### config.mk
export PLATFORM = sky130hd
export DESIGN_NAME = lvm_serial
export DESIGN_NICKNAME = d
export VERILOG_FILES = /design/src/rtl/lvm_pkg.sv /design/src/rtl/lvm_serial.sv
export SDC_FILE = /design/constraint.sdc
export NUM_CORES = 1
export LEC_CHECK = 0
export ABC_AREA = 1
export BUFFER_PORTS_ARGS = -buffer_cell sky130_fd_sc_hd__buf_2
export CAP_MARGIN = 5
export CORE_AREA = 2 2 206 208
export CTS_CLUSTER_SIZE = 20
export DETAILED_ROUTE_END_ITERATION = 10
export DIE_AREA = 0 0 208 210
export PLACE_DENSITY = 0.67
export REMOVE_ABC_BUFFERS = 1
export SYNTH_ARGS = -nofsm -noshare
export SYNTH_HDL_FRONTEND = slang
export SYNTH_SLANG_ARGS = --single-unit
### constraint.sdc
create_clock -name clk -period 13.2 [get_ports clk]
set_input_delay 1.32 -clock clk [delete_from_list [all_inputs] [get_ports clk]]
set_output_delay 1.32 -clock clk [all_outputs]
set_load 0.005 [all_outputs]
### src/rtl/lvm_pkg.sv
`timescale 1ns / 1ps
`default_nettype none

package lvm_pkg;

	localparam int IN_DW = 288;
	localparam int OUT_DW = 128;
	localparam int USER_W = 3;

	// normalizer formats
	localparam int MW = 30;            // justified magnitude bits
	localparam int NW = 2 * MW + 2;    // sum of squares
	localparam int RW = MW + 1;        // root bits
	localparam int NR = MW + 1;        // root steps
	localparam int QB = 17;            // quotient bits
	localparam int QW = QB + 1;        // signed unit component
	localparam int NNW = MW + QB + 1;  // dividend
	localparam int DW = RW + 1;        // divisor

	localparam logic [1:0] ROW_SIDE = 2'd0;
	localparam logic [1:0] ROW_UP = 2'd1;
	localparam logic [1:0] ROW_FWD = 2'd2;
	localparam logic [1:0] ROW_LAST = 2'd3;

	localparam logic [31:0] ONE_Q16 = 32'h0001_0000;

	localparam logic signed [39:0] SAT_HI = 40'sd2147483647;
	localparam logic signed [39:0] SAT_LO = -40'sd2147483648;

	typedef struct packed {
		logic [31:0] c3;
		logic [31:0] c2;
		logic [31:0] c1;
		logic [31:0] c0;
	} row_t;

	typedef struct packed {
		row_t r0;
		row_t r1;
		row_t r2;
		logic degen;
	} mat_t;

	// shift right 16, half away from zero
	function automatic logic signed [39:0] rnd16(input logic signed [55:0] v);
		logic [55:0] m;
		logic [55:0] r;
		logic signed [39:0] rv;
		m = v[55] ? 56'(-v) : 56'(v);
		r = (m + 56'd32768) >> 16;
		rv = 40'(r);
		return v[55] ? -rv : rv;
	endfunction

	function automatic logic [31:0] sat32(input logic signed [39:0] v);
		if (v > SAT_HI) begin
			return 32'h7FFF_FFFF;
		end else if (v < SAT_LO) begin
			return 32'h8000_0000;
		end else begin
			return v[31:0];
		end
	endfunction

endpackage

`default_nettype wire

### src/rtl/lvm_serial.sv
`timescale 1ns / 1ps
`default_nettype none

module lvm_serial
	import lvm_pkg::*;
(
	input  wire                clk,
	input  wire                arst_n,
	input  wire                in_valid,
	input  wire  mat_t         in_item,
	output logic               adv,
	output logic               m_tvalid,
	input  wire                m_tready,
	output logic [OUT_DW-1:0]  m_tdata,
	output logic [USER_W-1:0]  m_tuser,
	output logic               m_tlast
);

	logic busy_q;
	logic [1:0] row_q;
	mat_t item_q;
	logic take;
	logic load;

	assign take = busy_q && m_tready;
	assign load = in_valid && (!busy_q || (take && row_q == ROW_LAST));
	assign adv = !in_valid || load;

	always_ff @(posedge clk or negedge arst_n) begin
		if (!arst_n) begin
			busy_q <= 1'b0;
			row_q <= ROW_SIDE;
		end else if (load) begin
			busy_q <= 1'b1;
			row_q <= ROW_SIDE;
		end else if (take) begin
			if (row_q == ROW_LAST) begin
				busy_q <= 1'b0;
			end
			row_q <= row_q + 2'd1;
		end
	end

	always_ff @(posedge clk) begin
		if (load) begin
			item_q <= in_item;
		end
	end

	always_comb begin
		unique case (row_q)
			ROW_SIDE: m_tdata = item_q.r0;
			ROW_UP:   m_tdata = item_q.r1;
			ROW_FWD:  m_tdata = item_q.r2;
			ROW_LAST: m_tdata = {ONE_Q16, 96'd0};
		endcase
	end

	assign m_tvalid = busy_q;
	assign m_tuser = {item_q.degen, row_q};
	assign m_tlast = (row_q == ROW_LAST);

endmodule

`default_nettype wire

==> results.md <==
* Post-cts resize count at 0
* First-pass GRT wire length at 57,000 µm
* Remaining DRCs at 0
* Max Used Layer: met5
* Leading post-synthesis cells by instance count: 385 x edfxtp_1, 256 x a21oi_1, 138 x nand2_1, 127 x nor2_1, 35 x buf_2
* Worst vdd ir at roughly 0.00014 V
* Ys async rst share at 0.00773
* Fillcell total at 3,767
* Final setup fails at 0
* EDFF count, synth at 385
* Post-route ant nets at 0
* FP Rows at 75
* Required time worst endpoint at 11.88 ns
* Final hold vios at 0
* Area contributors post-synth: edfxtp_1 80%, a21oi_1 8.9%, nand2_1 3.6%
* Adder-Cell Fraction of Synth Area at 0.00348
* P&R area growth vs syn at 30.6%
* Pin count of the biggest net entering global routing at 175
* Port Buf Inserts at around 520
* HP Class: in2async
* Synth Area in Compound Gates at 0.0892
* Sink Count at 388
* Total wire length at ~39,000 µm
* Post-CTS Hold Buffers at 0
* Nets at 1,890
* Leak at 7.27 nW
* Yosys top cell by area: edfxtp_1
* Die height at about 210 µm
* Die Area at 0.0437 mm²
* Flops & latches, synth at 388
* Max-slew violation count at 0
* CTS tree: yes
* Post-Syn Area per Cell at around 15 µm²
* Most frequent cell after synthesis: edfxtp_1
* Layout Skew at 0.0182 ns
* Post-synth top flop: edfxtp_1
* CTS clock-pin slew for the worst setup and hold paths at 0.06 ns
* Met3 WL post-DR at 3110 µm
* Largest family of logic cells by synthesized area: compound AO/OA/AOI/OAI gates
* Pwr Total at between 4 and 5 mW
* CP dominant cell by count: inv_1
* Synth warn at 0
* Syn Inst Count at 982
* Hold Slack at 0.557 ns
* Critical path's slowest cell: ha_4
* Synth Area in XOR/XNOR at 0
* Crit path time final at 4.92 ns
* Mux share of post-synthesis cell area at 0
* Post-DP HPWL at 25,900 µm
* Share of cells above drive strength 1 at 0.385
* H-tree levels at 2
* RSZ-0062 raised after global routing: no
* Met2 wire length at 19,700 µm
* Crit path kind: reg2out
* Clock Path Buffers at 3
* Cell Area, Synth at 0.0144 mm²
* Flip-flop and latch area at roughly 0.012 mm²
* Sequential fraction of the synthesis area at 0.810
* Worst Setup End Kind: output port
* GPL Wtd Cong at 0.873
* First DRT Iteration DRCs at 811
* Critical path arrival at 3.60 ns
* Simple-gate area share of the yosys netlist at 0.0714
* Final TNS setup at 0 ns
* Crit Reg-Reg Startpoint: row_q[0]
* Netlist cell types at 13
* Root Driver: clkbuf_16
* Critical Path Source: row_q[0]
* Grt ovf at 0
* Initial Util at 0.346
* Wire length on met1 at 15,000 µm
* Total vias in the final route at 10,000
* Area of the multi-input gates at 0.00239 mm²
* CP startpoint kind: register
* Critical path cell sequence: inv_1 > ha_4 > inv_4 > buf_4 > or2_1 > nand2_1 > inv_1 > buf_2
* Status: completed
* Top achievable clock speed at approximately 200 MHz
* Pre-antenna DRT Iters at 4
* Synth top area share at 0.805
* TritonCTS Buffers at 42
* I/O pin count at approximately 520
* Placeable Area at 0.0415 mm²
* Vias in the first global route at between 9,000 and 10,000
* Chip width at 208 µm
* Worst skew pair latency at 0.57 ns
* Post CTS Setup Buffer Count at 0
* Worst-path fanout max at 73
* Worst-margin pin slew at 0.987 ns
* Number of max-cap violations at 0
* Post-DR vias/cell at about 4.8
* Power per cell area at between 200 and 250 mW/mm²
* GRT Total Usage at 0.170
* Average wire per cell in the routed design at 18.8 µm
* Antenna violations before repair at 14
* Slew HR at 0.342
* Max stage delay on crit path at a little under 0.8 ns
* Period Utilization, post-route at 0.373
==> cells by family after synthesis <==
family	Yosys count
AO/OA/AOI/OAI	256
adder cells (fa/ha/maj)	4
buffers and inverters	63
flip-flops	388
AND/OR/NAND/NOR	271
==> critical path: cells and delay by family, from the launching register on <==
kind	cells	cell delay (ns)
flip-flops	1	0.45
adder cells (fa/ha/maj)	1	0.77
AND/OR/NAND/NOR	2	0.36
buffers and inverters	5	1.44
==> report_power, final <==
part	internal [mW]	leakage, nW	switching (mW)
Combinational	0.497	3.04	0.907
Sequential	1.65	3.59	0.0663
Clock	0.660	0.644	0.478
==> stage by stage <==
stage / instances / cell area [µm²] / setup WS, ns / utilization
6_report: 2076 / 18800 / 8.28 / 0.452
2_1_floorplan: 925 / 14000 / 3.49 / -
4_1_cts: 2067 / 18700 / 8.13 / 0.452
5_1_grt: 2075 / 18800 / 7.97 / 0.452
3_3_place_gp: 1992 / 17400 / 8.81 / 0.420
3_5_place_dp: 1992 / 17400 / 8.78 / 0.420
==> layout by cell type (no fill, tap or decap) <==
| cell | n |
|---|---|
| buf_2 | 522 |
| edfxtp_1 | 385 |
| a21oi_1 | 256 |
| nand2_1 | 138 |
| nor2_1 | 127 |
| clkbuf_16 | 43 |
| clkinv_1 | 10 |
| diode_2 | 9 |
| clkbuf_1 | 9 |
| nand3_1 | 5 |
| buf_4 | 5 |
| inv_1 | 4 |
| clkinv_2 | 4 |
| ha_4 | 3 |
| inv_6 | 3 |
| bufinv_16 | 3 |
| dfrtp_1 | 3 |
| inv_8 | 2 |
| inv_4 | 1 |
| or2_1 | 1 |
| ha_1 | 1 |
| inv_16 | 1 |
| clkinvlp_4 | 1 |
| buf_12 | 1 |
==> area by class of cell <==
cell class	instances	area share
diodes	9	0.00120
multi-input cells	531	0.128
clock inverters	23	0.0113
clock buffers	52	0.0592
flip-flops and latches	388	0.620
well taps	539	0.0360
inverters	6	0.00173
repair buffers	528	0.142
==> state kept, by name, indices dropped and copies added (netlist names) <==
name      count
item_q      384
m_tuser       1
m_tvalid      1
row_q         2
==> final timing paths <==
check / end / slack, ns / depth (start not counted)
max in group asynchronous: m_tvalid / 12.53 / 1
worst min register to register: m_tvalid / 0.59 / 2
worst max register to register: item_q[67] / 9.85 / 6
min in group clk: m_tvalid / 0.59 / 2
worst max-delay path: m_tdata[112] / 8.28 / 8
worst min-delay path: row_q[1] / 0.56 / 1
==> routing by layer <==
metal / track usage / vias to the layer above
met4: 0.0697 / 10
met1: 0.208 / 4814
met5: 0 / -
li1: - / 4625
met3: 0.0495 / 81
met2: 0.285 / 470
Power figures use the tool's default switching activity.
